--- src/ofs_pkg.sv ---
// ----------------------------------------------------------------------------
// ofs_pkg
// Shared types, constants and pattern tables of the optical frame serialiser.
// ----------------------------------------------------------------------------
package ofs_pkg;

    localparam int PAYLOAD_DEPTH = 256;
    localparam int ADDR_W        = $clog2(PAYLOAD_DEPTH);
    localparam int BITS_PER_BYTE = 8;
    localparam int PREAMBLE_LEN  = 16;
    localparam int VIS_LEN       = 4;
    localparam int LEN_W         = 9;
    localparam int BITS_W        = 5;

    localparam logic [7:0] STOP_BYTE = 8'hFF;
    localparam logic [7:0] MSB_MASK  = 8'h80;

    // Phase register, one-hot.
    typedef enum logic [4:0] {
        PH_VIS  = 5'b00001,
        PH_PRE  = 5'b00010,
        PH_PAY  = 5'b00100,
        PH_STOP = 5'b01000,
        PH_OFF  = 5'b10000
    } t_phase;

    // Input word kinds.
    typedef enum logic [1:0] {
        MODE_TICK  = 2'd0,
        MODE_LOAD  = 2'd1,
        MODE_START = 2'd2
    } t_mode;

    // Phase code shown with every line bit.
    localparam logic [1:0] FP_VIS  = 2'd0;
    localparam logic [1:0] FP_PRE  = 2'd1;
    localparam logic [1:0] FP_PAY  = 2'd2;
    localparam logic [1:0] FP_STOP = 2'd3;

    // Configuration register indexes (APB address bit 2).
    localparam logic REG_RLL = 1'b0;
    localparam logic REG_VIS = 1'b1;

    typedef struct packed {
        logic rll_enable;
        logic visibility_enable;
    } t_cfg;

    function automatic logic [7:0] preamble_byte(input logic [3:0] idx);
        logic [7:0] v;
        case (idx)
            4'd12:   v = 8'h9A;
            4'd13:   v = 8'hD7;
            4'd14:   v = 8'h65;
            4'd15:   v = 8'h28;
            default: v = 8'h55;
        endcase
        return v;
    endfunction

    function automatic logic [7:0] vis_byte(input logic [1:0] idx);
        logic [7:0] v;
        case (idx)
            2'd0:    v = 8'hE2;
            2'd1:    v = 8'hD4;
            2'd2:    v = 8'hB1;
            default: v = 8'h39;
        endcase
        return v;
    endfunction

endpackage

--- src/ofs_if.sv ---
// ----------------------------------------------------------------------------
// ofs_in_if / ofs_out_if
// Valid/ready channels carrying input words and line-bit words.
// ----------------------------------------------------------------------------
interface ofs_in_if;
    logic       valid;
    logic       ready;
    logic [1:0] mode;
    logic [7:0] buffer_address;
    logic [7:0] payload_byte;
    logic [8:0] frame_length;

    modport source (output valid, mode, buffer_address, payload_byte, frame_length,
                    input ready);
    modport sink   (input valid, mode, buffer_address, payload_byte, frame_length,
                    output ready);
endinterface

interface ofs_out_if;
    logic       valid;
    logic       ready;
    logic       line_bit;
    logic [1:0] frame_phase;
    logic       byte_start;

    modport source (output valid, line_bit, frame_phase, byte_start, input ready);
    modport sink   (input valid, line_bit, frame_phase, byte_start, output ready);
endinterface

--- src/optical_frame_serializer_top.sv ---
// ----------------------------------------------------------------------------
// optical_frame_serializer_top
// Bit-serial optical transmitter: preamble, payload (optionally Manchester
// coded), then a repeating visibility pattern or a single stop byte.
// ----------------------------------------------------------------------------
// Usage
//   i_in carries input words: a tick asks for one line bit, a load writes a
//   payload byte into the 256-entry buffer, a start begins a frame of
//   frame_length bytes (zero is ignored, more than 256 is clamped).
//   o_out carries one word per tick while the transmitter is active: the
//   line level, the frame phase and a first-bit-of-byte flag. Ticks while
//   off, loads and starts give no word.
//   The APB port sets the RLL enable (0x0) and visibility enable (0x4).
//   Throughput is one input word per cycle while o_out is not stalled; a
//   line-bit word appears, from the output register, in the cycle after
//   its tick. The payload buffer is read in the cycle before each fetch,
//   so no fetch waits; a load to the entry being read bypasses the memory.
//   While o_out is stalled with a word held, i_in is not ready; a word
//   taken in the same cycle it leaves is replaced at once.
//   Reset leaves the transmitter off with both enables set; the buffer
//   contents are undefined until loaded.
// ----------------------------------------------------------------------------
module optical_frame_serializer_top (
    input  logic          i_clk,
    input  logic          i_rst_n,
    ofs_in_if.sink        i_in,
    ofs_out_if.source     o_out,
    input  logic          i_psel,
    input  logic          i_penable,
    input  logic          i_pwrite,
    input  logic [2:0]    i_paddr,
    input  logic [31:0]   i_pwdata,
    output logic [31:0]   o_prdata,
    output logic          o_pready
);
    import ofs_pkg::*;

    t_cfg w_cfg;

    ofs_apb_regs u_regs (
        .i_clk     (i_clk),
        .i_rst_n   (i_rst_n),
        .i_psel    (i_psel),
        .i_penable (i_penable),
        .i_pwrite  (i_pwrite),
        .i_paddr   (i_paddr),
        .i_pwdata  (i_pwdata),
        .o_prdata  (o_prdata),
        .o_pready  (o_pready),
        .o_cfg     (w_cfg)
    );

    // Transmitter state.
    t_phase             r_phase,     n_phase;
    logic [7:0]         r_shift,     n_shift;
    logic [BITS_W-1:0]  r_bits_left, n_bits_left;
    logic [ADDR_W-1:0]  r_src,       n_src;
    logic [LEN_W-1:0]   r_bytes,     n_bytes;
    logic [LEN_W-1:0]   r_send_len,  n_send_len;
    logic               r_first,     n_first;

    // Output register.
    logic               r_out_valid, n_out_valid;
    logic               r_line,      n_line;
    logic [1:0]         r_fphase,    n_fphase;
    logic               r_bstart,    n_bstart;

    // Payload buffer with registered read and write forwarding.
    logic [7:0]         r_payload_mem [PAYLOAD_DEPTH];
    logic [7:0]         r_mem_q;
    logic               r_fwd_hit;
    logic [7:0]         r_fwd_data;
    logic [7:0]         w_mem_byte;
    logic [ADDR_W-1:0]  w_rd_addr;
    logic               w_wr_en;

    logic               w_in_ready;
    logic               w_acc;
    logic               w_tick;
    logic               w_load;
    logic               w_start;
    logic [BITS_W-1:0]  w_bits_dec;

    // Byte fetch results, worked out from the present state.
    t_phase             f_phase;
    logic [ADDR_W-1:0]  f_src_base;
    logic [LEN_W-1:0]   f_bytes_base;
    logic               f_off;
    logic [7:0]         f_byte;

    assign w_in_ready = !r_out_valid || o_out.ready;
    assign i_in.ready = w_in_ready;
    assign w_acc      = i_in.valid && w_in_ready;
    assign w_tick     = w_acc && (i_in.mode == MODE_TICK);
    assign w_load     = w_acc && (i_in.mode == MODE_LOAD);
    assign w_start    = w_acc && (i_in.mode == MODE_START) && (i_in.frame_length != '0);
    assign w_wr_en    = w_load;
    assign w_bits_dec = r_bits_left - BITS_W'(1);
    assign w_mem_byte = r_fwd_hit ? r_fwd_data : r_mem_q;

    assign o_out.valid       = r_out_valid;
    assign o_out.line_bit    = r_line;
    assign o_out.frame_phase = r_fphase;
    assign o_out.byte_start  = r_bstart;

    // Read the entry the next payload fetch will use: the first entry when
    // the current phase is used up, otherwise the running index.
    assign w_rd_addr = (n_bytes == '0) ? '0 : n_src;

    always_comb begin
        f_phase      = r_phase;
        f_src_base   = r_src;
        f_bytes_base = r_bytes;
        f_off        = 1'b0;
        if (r_bytes == '0) begin
            f_src_base = '0;
            case (r_phase)
                PH_VIS: begin
                    f_phase      = PH_VIS;
                    f_bytes_base = LEN_W'(VIS_LEN);
                end
                PH_PRE: begin
                    f_phase      = PH_PAY;
                    f_bytes_base = r_send_len;
                end
                PH_PAY: begin
                    if (w_cfg.visibility_enable) begin
                        f_phase      = PH_VIS;
                        f_bytes_base = LEN_W'(VIS_LEN);
                    end else begin
                        f_phase      = PH_STOP;
                        f_bytes_base = LEN_W'(1);
                    end
                end
                default: begin
                    f_off      = 1'b1;
                    f_src_base = r_src;
                end
            endcase
        end
        case (f_phase)
            PH_VIS:  f_byte = (f_src_base < ADDR_W'(VIS_LEN)) ?
                              vis_byte(f_src_base[1:0]) : 8'h00;
            PH_PRE:  f_byte = (f_src_base < ADDR_W'(PREAMBLE_LEN)) ?
                              preamble_byte(f_src_base[3:0]) : 8'h00;
            PH_PAY:  f_byte = w_mem_byte;
            default: f_byte = STOP_BYTE;
        endcase
    end

    always_comb begin
        n_phase     = r_phase;
        n_shift     = r_shift;
        n_bits_left = r_bits_left;
        n_src       = r_src;
        n_bytes     = r_bytes;
        n_send_len  = r_send_len;
        n_first     = r_first;
        n_out_valid = r_out_valid && !o_out.ready;
        n_line      = r_line;
        n_fphase    = r_fphase;
        n_bstart    = r_bstart;

        if (w_start) begin
            n_send_len  = (i_in.frame_length > LEN_W'(PAYLOAD_DEPTH)) ?
                          LEN_W'(PAYLOAD_DEPTH) : i_in.frame_length;
            n_phase     = PH_PRE;
            n_shift     = preamble_byte(4'd0);
            n_src       = ADDR_W'(1);
            n_bytes     = LEN_W'(PREAMBLE_LEN - 1);
            n_bits_left = BITS_W'(BITS_PER_BYTE);
            n_first     = 1'b1;
        end else if (w_tick && (r_phase != PH_OFF)) begin
            n_out_valid = 1'b1;
            n_line      = r_shift[7];
            n_bstart    = r_first;
            n_first     = 1'b0;
            case (r_phase)
                PH_VIS:  n_fphase = FP_VIS;
                PH_PRE:  n_fphase = FP_PRE;
                PH_PAY:  n_fphase = FP_PAY;
                PH_STOP: n_fphase = FP_STOP;
                default: n_fphase = FP_VIS;
            endcase
            if (w_bits_dec != '0) begin
                n_bits_left = w_bits_dec;
                // The odd half of a Manchester pair is the complement.
                if (w_cfg.rll_enable && (r_phase == PH_PAY) && w_bits_dec[0]) begin
                    n_shift = r_shift ^ MSB_MASK;
                end else begin
                    n_shift = {r_shift[6:0], 1'b0};
                end
            end else if (f_off) begin
                n_phase     = PH_OFF;
                n_bits_left = '0;
            end else begin
                n_phase     = f_phase;
                n_shift     = f_byte;
                n_src       = f_src_base + ADDR_W'(1);
                n_bytes     = f_bytes_base - LEN_W'(1);
                n_bits_left = ((f_phase == PH_PAY) && w_cfg.rll_enable) ?
                              BITS_W'(2 * BITS_PER_BYTE) : BITS_W'(BITS_PER_BYTE);
                n_first     = 1'b1;
            end
        end
    end

    always_ff @(posedge i_clk) begin
        if (!i_rst_n) begin
            r_phase     <= PH_OFF;
            r_shift     <= '0;
            r_bits_left <= '0;
            r_src       <= '0;
            r_bytes     <= '0;
            r_send_len  <= '0;
            r_first     <= 1'b0;
            r_out_valid <= 1'b0;
            r_fwd_hit   <= 1'b0;
        end else begin
            r_phase     <= n_phase;
            r_shift     <= n_shift;
            r_bits_left <= n_bits_left;
            r_src       <= n_src;
            r_bytes     <= n_bytes;
            r_send_len  <= n_send_len;
            r_first     <= n_first;
            r_out_valid <= n_out_valid;
            r_fwd_hit   <= w_wr_en && (i_in.buffer_address == w_rd_addr);
        end
    end

    always_ff @(posedge i_clk) begin
        r_line     <= n_line;
        r_fphase   <= n_fphase;
        r_bstart   <= n_bstart;
        r_fwd_data <= i_in.payload_byte;
    end

    always_ff @(posedge i_clk) begin
        if (w_wr_en) begin
            r_payload_mem[i_in.buffer_address] <= i_in.payload_byte;
        end
        r_mem_q <= r_payload_mem[w_rd_addr];
    end

`ifndef SYNTH
    a_zero_start_ignored: assert property (@(posedge i_clk) disable iff (!i_rst_n)
        (w_acc && (i_in.mode == MODE_START) && (i_in.frame_length == '0) &&
         !(i_in.valid && i_in.mode == MODE_TICK))
        |=> $stable(r_phase))
        else $error("zero-length start changed the phase");

    a_start_enters_preamble: assert property (@(posedge i_clk) disable iff (!i_rst_n)
        w_start |=> (r_phase == PH_PRE) && r_first && (r_bits_left == BITS_W'(BITS_PER_BYTE)))
        else $error("start did not begin the preamble");

    a_active_has_bits: assert property (@(posedge i_clk) disable iff (!i_rst_n)
        (r_phase != PH_OFF) |-> (r_bits_left != '0))
        else $error("active phase with no bits left");

    a_load_no_word: assert property (@(posedge i_clk) disable iff (!i_rst_n)
        (w_load && !r_out_valid) |=> !r_out_valid)
        else $error("load produced a line-bit word");

    a_bytes_bounded: assert property (@(posedge i_clk) disable iff (!i_rst_n)
        r_bytes <= LEN_W'(PAYLOAD_DEPTH))
        else $error("byte count beyond the buffer depth");
`endif

endmodule

--- src/ofs_apb_regs.sv ---
// ----------------------------------------------------------------------------
// ofs_apb_regs
// APB register file holding the RLL and visibility enables.
// ----------------------------------------------------------------------------
module ofs_apb_regs (
    input  logic          i_clk,
    input  logic          i_rst_n,
    input  logic          i_psel,
    input  logic          i_penable,
    input  logic          i_pwrite,
    input  logic [2:0]    i_paddr,
    input  logic [31:0]   i_pwdata,
    output logic [31:0]   o_prdata,
    output logic          o_pready,
    output ofs_pkg::t_cfg o_cfg
);
    import ofs_pkg::*;

    t_cfg r_cfg;
    logic w_wr;

    assign w_wr     = i_psel && i_penable && i_pwrite;
    assign o_pready = 1'b1;
    assign o_cfg    = r_cfg;

    always_ff @(posedge i_clk) begin
        if (!i_rst_n) begin
            r_cfg.rll_enable        <= 1'b1;
            r_cfg.visibility_enable <= 1'b1;
        end else if (w_wr) begin
            case (i_paddr[2])
                REG_RLL: r_cfg.rll_enable        <= i_pwdata[0];
                REG_VIS: r_cfg.visibility_enable <= i_pwdata[0];
                default: ;
            endcase
        end
    end

    always_comb begin
        case (i_paddr[2])
            REG_RLL: o_prdata = {31'd0, r_cfg.rll_enable};
            REG_VIS: o_prdata = {31'd0, r_cfg.visibility_enable};
            default: o_prdata = 32'd0;
        endcase
    end

endmodule

--- src/flat_wrapper.sv ---
// flat-port wrapper written by rule: the top's interface ports become plain ports
module optical_frame_serializer_top_flat import ofs_pkg::*;
  (i_clk, i_rst_n, i_psel, i_penable, i_pwrite, i_paddr, i_pwdata, o_prdata, o_pready, i_in_valid, i_in_mode, i_in_buffer_address, i_in_payload_byte, i_in_frame_length, i_in_ready, o_out_valid, o_out_line_bit, o_out_frame_phase, o_out_byte_start, o_out_ready);
  ofs_in_if i_in_i ();
  ofs_out_if o_out_i ();
  input  logic i_clk;
  input  logic i_rst_n;
  input  logic i_psel;
  input  logic i_penable;
  input  logic i_pwrite;
  input  logic [2:0] i_paddr;
  input  logic [31:0] i_pwdata;
  output logic [31:0] o_prdata;
  output logic o_pready;
  input wire logic [$bits(i_in_i.valid)-1:0] i_in_valid;
  input wire logic [$bits(i_in_i.mode)-1:0] i_in_mode;
  input wire logic [$bits(i_in_i.buffer_address)-1:0] i_in_buffer_address;
  input wire logic [$bits(i_in_i.payload_byte)-1:0] i_in_payload_byte;
  input wire logic [$bits(i_in_i.frame_length)-1:0] i_in_frame_length;
  output wire logic [$bits(i_in_i.ready)-1:0] i_in_ready;
  output wire logic [$bits(o_out_i.valid)-1:0] o_out_valid;
  output wire logic [$bits(o_out_i.line_bit)-1:0] o_out_line_bit;
  output wire logic [$bits(o_out_i.frame_phase)-1:0] o_out_frame_phase;
  output wire logic [$bits(o_out_i.byte_start)-1:0] o_out_byte_start;
  input wire logic [$bits(o_out_i.ready)-1:0] o_out_ready;
  assign i_in_i.valid = i_in_valid;
  assign i_in_i.mode = i_in_mode;
  assign i_in_i.buffer_address = i_in_buffer_address;
  assign i_in_i.payload_byte = i_in_payload_byte;
  assign i_in_i.frame_length = i_in_frame_length;
  assign i_in_ready = i_in_i.ready;
  assign o_out_valid = o_out_i.valid;
  assign o_out_line_bit = o_out_i.line_bit;
  assign o_out_frame_phase = o_out_i.frame_phase;
  assign o_out_byte_start = o_out_i.byte_start;
  assign o_out_i.ready = o_out_ready;
  optical_frame_serializer_top u_core (.i_clk(i_clk), .i_rst_n(i_rst_n), .i_in(i_in_i), .o_out(o_out_i), .i_psel(i_psel), .i_penable(i_penable), .i_pwrite(i_pwrite), .i_paddr(i_paddr), .i_pwdata(i_pwdata), .o_prdata(o_prdata), .o_pready(o_pready));
endmodule
--- config.mk ---
export PLATFORM = sky130hd
export DESIGN_NAME = optical_frame_serializer_top_flat
export DESIGN_NICKNAME = d
export VERILOG_FILES = /design/src/ofs_pkg.sv /design/src/ofs_if.sv /design/src/optical_frame_serializer_top.sv /design/src/ofs_apb_regs.sv /design/src/flat_wrapper.sv
export SDC_FILE = /design/constraint.sdc
export NUM_CORES = 2
export LEC_CHECK = 0
export BUFFER_PORTS_ARGS = -buffer_cell sky130_fd_sc_hd__buf_2
export CORE_UTILIZATION = 25
export CTS_CLUSTER_SIZE = 25
export DETAILED_ROUTE_END_ITERATION = 8
export PLACE_DENSITY = 0.5
export SLEW_MARGIN = 10
export SYNTH_ARGS = -nofsm -noshare
export SYNTH_HDL_FRONTEND = slang
export SYNTH_SLANG_ARGS = --single-unit
--- constraint.sdc ---
create_clock -name i_clk -period 6.95 [get_ports i_clk]
set_input_delay 0 -clock i_clk [delete_from_list [all_inputs] [get_ports i_clk]]
set_output_delay 0 -clock i_clk [all_outputs]
set_load 0.03 [all_outputs]
==> Word level (Yosys, flattened, before mapping) <==
Memories as Yosys holds them, arrays and structs flattened. A register that Yosys moved wholly into a read port is not among the register bits.
Cells that the tools add are included.
Widths: inputs -> output; s select.
{ "word_totals": {"n_memories": 1, "mem_bits_rw": 2048, "regBits": 61, "word_cells": 136, "output_inout_bits": 39, "inputBits": 69} }
{ "memory_table": {"columns": ["memory", "depth", "word_bits", "read_ports", "rd_clocked_by_memory_dff", "write_ports", "line", "rtl"], "rows": [
  ["u_core.r_payload_mem", 256, 8, 1, 1, 1, "optical_frame_serializer_top.sv:69", "logic [7:0] r_payload_mem [PAYLOAD_DEPTH];"]
]} }
{ "classes": {"add_sub_neg": 3, "bitwise_logic": 5, "muxes": 50, "n_lt_le_gt_ge": 3, "eq_ne": 22, "n_reduce_logical": 33} }
{ "ops": {"columns": ["operator", "count"], "rows": [
  ["$mux 8", 13],
  ["$pmux 32 s2", 1],
  ["$mux 9", 6],
  ["$pmux 8 s3", 2],
  ["$mux 5", 8],
  ["$pmux 8 s4", 1],
  ["$pmux 9 s3", 1],
  ["$logic_not 9->1", 2],
  ["$eq 4x4->1 const B", 4],
  ["$pmux 5 s3", 1],
  ["$mux 7", 2],
  ["$logic_and 1x1->1", 13],
  ["$mux 4", 3],
  ["$reduce_and 2->1", 6],
  ["$eq 5x1->1 const B", 2],
  ["$eq 5x2->1 const B", 2],
  ["$eq 5x3->1 const B", 2],
  ["$mux 1", 10],
  ["$gt 9x9->1 const B", 1],
  ["$reduce_bool 9->1", 1],
  ["$sub 9x1->9 const B", 1],
  ["$add 8x1->8 const B", 1],
  ["$eq 8x8->1", 1],
  ["$lt 8x3->1 const B", 1],
  ["other kinds (20)", 31]
]} }

==> Logic depth before layout (Yosys ltp) <==
{ "depth": {"depth_word": 12, "depth_mapped": 25, "depth_no_buf": 17} }

==> Cells and area by module <==
From an unflattened synthesis, not the netlist that was laid out.
{ "unflattened": {"cells_unflattened": 6510, "hier_area_um2": 85467.0} }
{ "by_module_without_submodules": {"columns": ["mod", "seq_area_each_um2", "area_per_inst_um2", "cells_per_inst", "instances"], "rows": [
  ["optical_frame_serializer_top", 62880.3, 85114.1, 6466, 1],
  ["ofs_apb_regs", 40.0, 352.8, 44, 1]
]} }

==> Least setup slack after synthesis <==
Ideal clock, no wire load.
{ "synth_timing": {"kind": "register to register", "start": "register u_core.r_phase[2]", "end": "register u_core.r_mem_q[1], read port of u_core.r_payload_mem", "arrival_ns": 4.719, "t_required_ns": 6.829, "setup_ns": 0.121, "stages_incl_launch_ff": 24, "slack_ns": 2.110, "period_less_slack_ns": 4.840, "path_buffers": 8, "path_cell_list": "dfxtp_1 and2b_2 o311a_1 buf_2 nand2_1 clkbuf_1 nand2_1 inv_1 ha_1 clkbuf_1 nand4_1 o32a_1 nand2_1 clkbuf_1 buf_2 buf_1 buf_1 buf_1 nand3_1 a31oi_1 o21ai_0 a31oi_1 a211oi_1 o2bb2ai_1"} }
{ "synth_between": {"elab_chain_len": 10, "elab_cells_between_ends": 24, "cone_classes": "add/sub: 2; eq/ne: 4; mux: 15; reduce/logical: 3"} }
{ "synth_rtl": {"columns": ["item", "line", "rtl"], "rows": [
  ["from (decl)", "optical_frame_serializer_top.sv:54", "t_phase r_phase, n_phase;"],
  ["from (signal assigned)", "optical_frame_serializer_top.sv:220", "r_phase <= n_phase;"],
  ["$eq 5x3->1 (tied with other cells)", "optical_frame_serializer_top.sv:117", "case (r_phase)"],
  ["$pmux 9 s3 or $reduce_or 3->1 (tied branches)", null, null],
  ["$mux 9 (tied with other cells)", "optical_frame_serializer_top.sv:115", "if (r_bytes == '0) begin"],
  ["$sub 9x1->9 (tied with other cells)", "optical_frame_serializer_top.sv:200", "n_bytes = f_bytes_base - LEN_W'(1);"],
  ["$mux 9 or $add 8x1->8 (tied branches)", "optical_frame_serializer_top.sv:193, optical_frame_serializer_top.sv:199", null],
  ["$mux 9 or $mux 8 (tied branches)", "optical_frame_serializer_top.sv:185, optical_frame_serializer_top.sv:193", null],
  ["$mux 9 or $mux 8 (tied branches)", "optical_frame_serializer_top.sv:173, optical_frame_serializer_top.sv:185", null],
  ["$mux 9 or $mux 8 (tied branches)", "optical_frame_serializer_top.sv:164, optical_frame_serializer_top.sv:173", null],
  ["$logic_not 9->1 or $mux 8 (tied branches)", "optical_frame_serializer_top.sv:108, optical_frame_serializer_top.sv:164", null],
  ["$mux 8 (*)", "optical_frame_serializer_top.sv:108", "assign w_rd_addr = (n_bytes == '0) ? '0 : n_src;"],
  ["to (decl)", "optical_frame_serializer_top.sv:70", "logic [7:0] r_mem_q;"]
]} }
Mark *: on every way between the ends. The rest lies on a longest branch, timed or not.
A chain may end at the register's enable or synchronous reset.

==> Worst setup path in the final report <==
{ "layout_timing": {"start": "register u_core.r_phase[2]", "end": "register u_core.r_mem_q[0], read port of u_core.r_payload_mem"} }
Same word-level chain as after synthesis.

==> out/qor.csv <==
metric;value;unit
Startpoint Class;flip-flop;
Nets;6927;
Hold/Removal Path Class;in2reg;
hold endpoint;u_core.u_regs.o_cfg[1];
worst path bufs/invs;4;
Initial Utilization;0.252;
Clock Skews;0.103;ns
clock latency on the worst-skew pair;0.90;ns
Power Density;270;nW/µm²
P_int;0.0210;W
DR vias;59400;
R2R cell count;19;
RSZ-0062 raised after global routing;no;
Worst-Margin Slew;1.42;ns
Crit Path Max Fanout;26;
Slowest Stage Delay on Critical Path;0.84;ns
Final Hold Viols;0;
Mapped Cells;6763;
Clock Path Buffers;3;
FF-to-FF End;u_core.r_mem_q[0];
Fmax;154;MHz
hold-fix buffers at CTS;56;
Post-synth EDFFs;2052;
Hold Crit Depth;5;
vias in the first global route;56200;
combinational power share;0.055;
final setup fails;0;
Root Driver;clkbuf_16;
r2r setup slk;0.45;ns
Clock Power Share;0.432;
CP Data Arrival Time;7.34;ns
initial antenna violation count;22;
Slew Limit Headroom;0.0517;
kind of critical path;reg2reg;
Row Count;215;
asr flop ratio synth;0;
input/output buffers;42;
core footprint;344000;µm²
CP cell instances;and2b_2, o311a_1, nand2_1, o21bai_1, inv_1, ha_1, inv_1, or4_1, o221ai_1, nand3_1, or4_4, nor2_4, buf_4, o22ai_1, a311oi_1, a32oi_1, buf_4, a311oi_1, a31o_1;
Leak Pwr;32.0;nW
DR WL/cell;26.5;µm
First DRT Iteration DRCs;7626;
CTS resizes;0;
Num CTS Buffers;221;
total die area;349000;µm²
Final Slew Violations;0;
Post-Route WL;308000;µm
clock-pin transition on the worst setup and hold timing paths;0.06;ns
Ys Warns;0;
DRC;0;
# Post-CTS Setup Buffers;0;
final worst slack;0.447;ns
switching share of power;0.232;
pin count of the biggest net entering global routing;171;
reg2reg start;u_core.r_phase[2];
CTS tree;done;
Tcrit/Tclk final;0.936;
share of layout cells above drive strength 1;0.0972;
most frequent cells in the layout;2052 x edfxtp_1, 1361 x nand2_1, 506 x nand3_1;
CP delay by family, top;simple AND/OR/NAND/NOR gates;
first-pass GRT wire length;434000;µm
synthesized cell area;86700;µm²
CP Capture Type;flip-flop;
Avg Inst Size Synth;12.8;µm²
H-tree depth;4;
Area Overhead vs Synth;16.7;%
DRT Pass-1 Iters;7;
status;finished clean;
commonest non-fill, non-tap cell in the layout;edfxtp_1;
Yosys cell types;96;
Chip Height;591;µm
# IOs;108;
worst endpoint required time;7.79;ns
Die W;591;µm
setup TNS;0;ns
Layout Utilization;0.294;
clk sinks;2117;
predominant post-synthesis flop cell;edfxtp_1;
final antenna-violating net count;0;
Peak supply drop;0.000270;V
slowest CP cell;or4_4;
crit path time final;6.50;ns
register area share after synthesis;0.726;
post-detail-place hpwl;184000;µm
Tot GR Track Use;0.171;
P_sw;0.00635;W
hold path start;i_pwrite;
via/cell ratio;5.12;
sequential power share;0.513;
Max Cap Viol;0;
worst slack, placed;0.671;ns
grt ovf;0;
GP Congestion;0.873;
flops & latches, synth;2117;
==> metrics by stage <==
step,hold slack (ns),total power [W],std cells,cell area [µm²]
finish,0.0522,0.0274,11600,101000
global route,0.0748,0.0280,11600,101000
CTS,0.000214,0.0275,11600,101000
detailed placement,0.237,0.0158,11100,93400
global placement,0.236,0.0157,11100,93400
floorplan,0.0277,0.0150,6793,86800
==> layout make-up <==
type,count,area (µm²)
diodes,14,35.0
clock buffers,270,5760
clock inverters,142,1420
fillers,34400,243000
inverters,20,75.1
multi-input cells,4149,21900
flip-flops and latches,2117,62900
well taps,4557,5700
repair buffers,340,3310
==> layer usage <==
layer	wire (µm)	GRT usage
met5	39	0
met4	9650	0.0548
met3	27300	0.0357
met2	139000	0.267
met1	131000	0.237
==> state kept, by name, summed over array words and instances, names as in the netlist, 5 cells and up <==
register,cells
u_core.r_bits_left,5
u_core.r_bytes,9
u_core.r_fwd_data,8
u_core.r_mem_q,8
u_core.r_payload_mem,2048
u_core.r_phase,5
u_core.r_send_len,9
u_core.r_shift,8
u_core.r_src,8
==> power groups by stage <==
stage	sequential (W)	clock (W)	combinational [W]
global route	0.0140	0.0125	0.00156
finish	0.0140	0.0118	0.00150
detailed placement	0.0143	0	0.00146
floorplan	0.0143	0	0.000682
global placement	0.0143	0	0.00144
CTS	0.0140	0.0120	0.00148
==> worst max path at each step <==
| stage | from | endpoint | slack, ns | cells past startpoint |
|---|---|---|---|---|
| finish | u_core.r_phase[2] | u_core.r_mem_q[0] | 0.45 | 19 |
| global route | u_core.r_phase[2] | u_core.r_fwd_hit | 0.26 | 19 |
| CTS | u_core.r_phase[2] | u_core.r_fwd_hit | 0.58 | 19 |
| detailed placement | u_core.r_phase[2] | u_core.r_mem_q[6] | 0.67 | 19 |
| global placement | u_core.r_phase[2] | u_core.r_mem_q[6] | 0.63 | 19 |
| floorplan | u_core.r_phase[2] | u_core.r_mem_q[1] | 2.11 | 23 |
==> cells by family (layout without fill, tap and decap cells) <==
logic type / after synthesis / after routing / share of synthesized area
flip-flops: 2117 / 2117 / 0.726
adder cells (fa/ha/maj): 9 / 9 / 0.00130
buffers and inverters: 527 / 772 / 0.0262
multiplexers: 146 / 146 / 0.0170
XOR/XNOR: 16 / 16 / 0.00162
other: 2 / 46 / 0.0000867
AO/OA/AOI/OAI: 1309 / 1309 / 0.0983
AND/OR/NAND/NOR: 2637 / 2637 / 0.129
==> cell usage after synthesis, drive strengths merged, types with 12 or more instances <==
library cell	n	share of area
a211oi	28	0.0025
a21oi	275	0.016
a221oi	13	0.0013
a22o	14	0.0014
a22oi	17	0.0015
a311oi	30	0.0030
a31o	13	0.0013
a31oi	179	0.013
a32o	15	0.0017
a32oi	24	0.0024
and2	12	0.00087
and3	57	0.0041
buf	257	0.015
clkbuf	250	0.011
dfxtp	65	0.015
edfxtp	2052	0.71
inv	20	0.00087
mux2	12	0.0016
mux2i	134	0.015
nand2	1363	0.059
nand3	515	0.030
nand4	26	0.0019
nor2	489	0.021
nor3	94	0.0059
nor4	20	0.0015
o2111ai	17	0.0019
o211ai	77	0.0070
o21ai	299	0.018
o221ai	43	0.0043
o22ai	134	0.0097
o2bb2ai	13	0.0013
o311ai	30	0.0030
or3	12	0.00087
xnor2	14	0.0014
==> tightest hold or removal path: stages <==
cell and delay (ns):
buf_2 0.11, nand3_1 0.09, o21ai_0 0.08, nand3_1 0.08, dlygate4sd3_1 0.54
No activity file was read; power rests on OpenSTA's default activity.
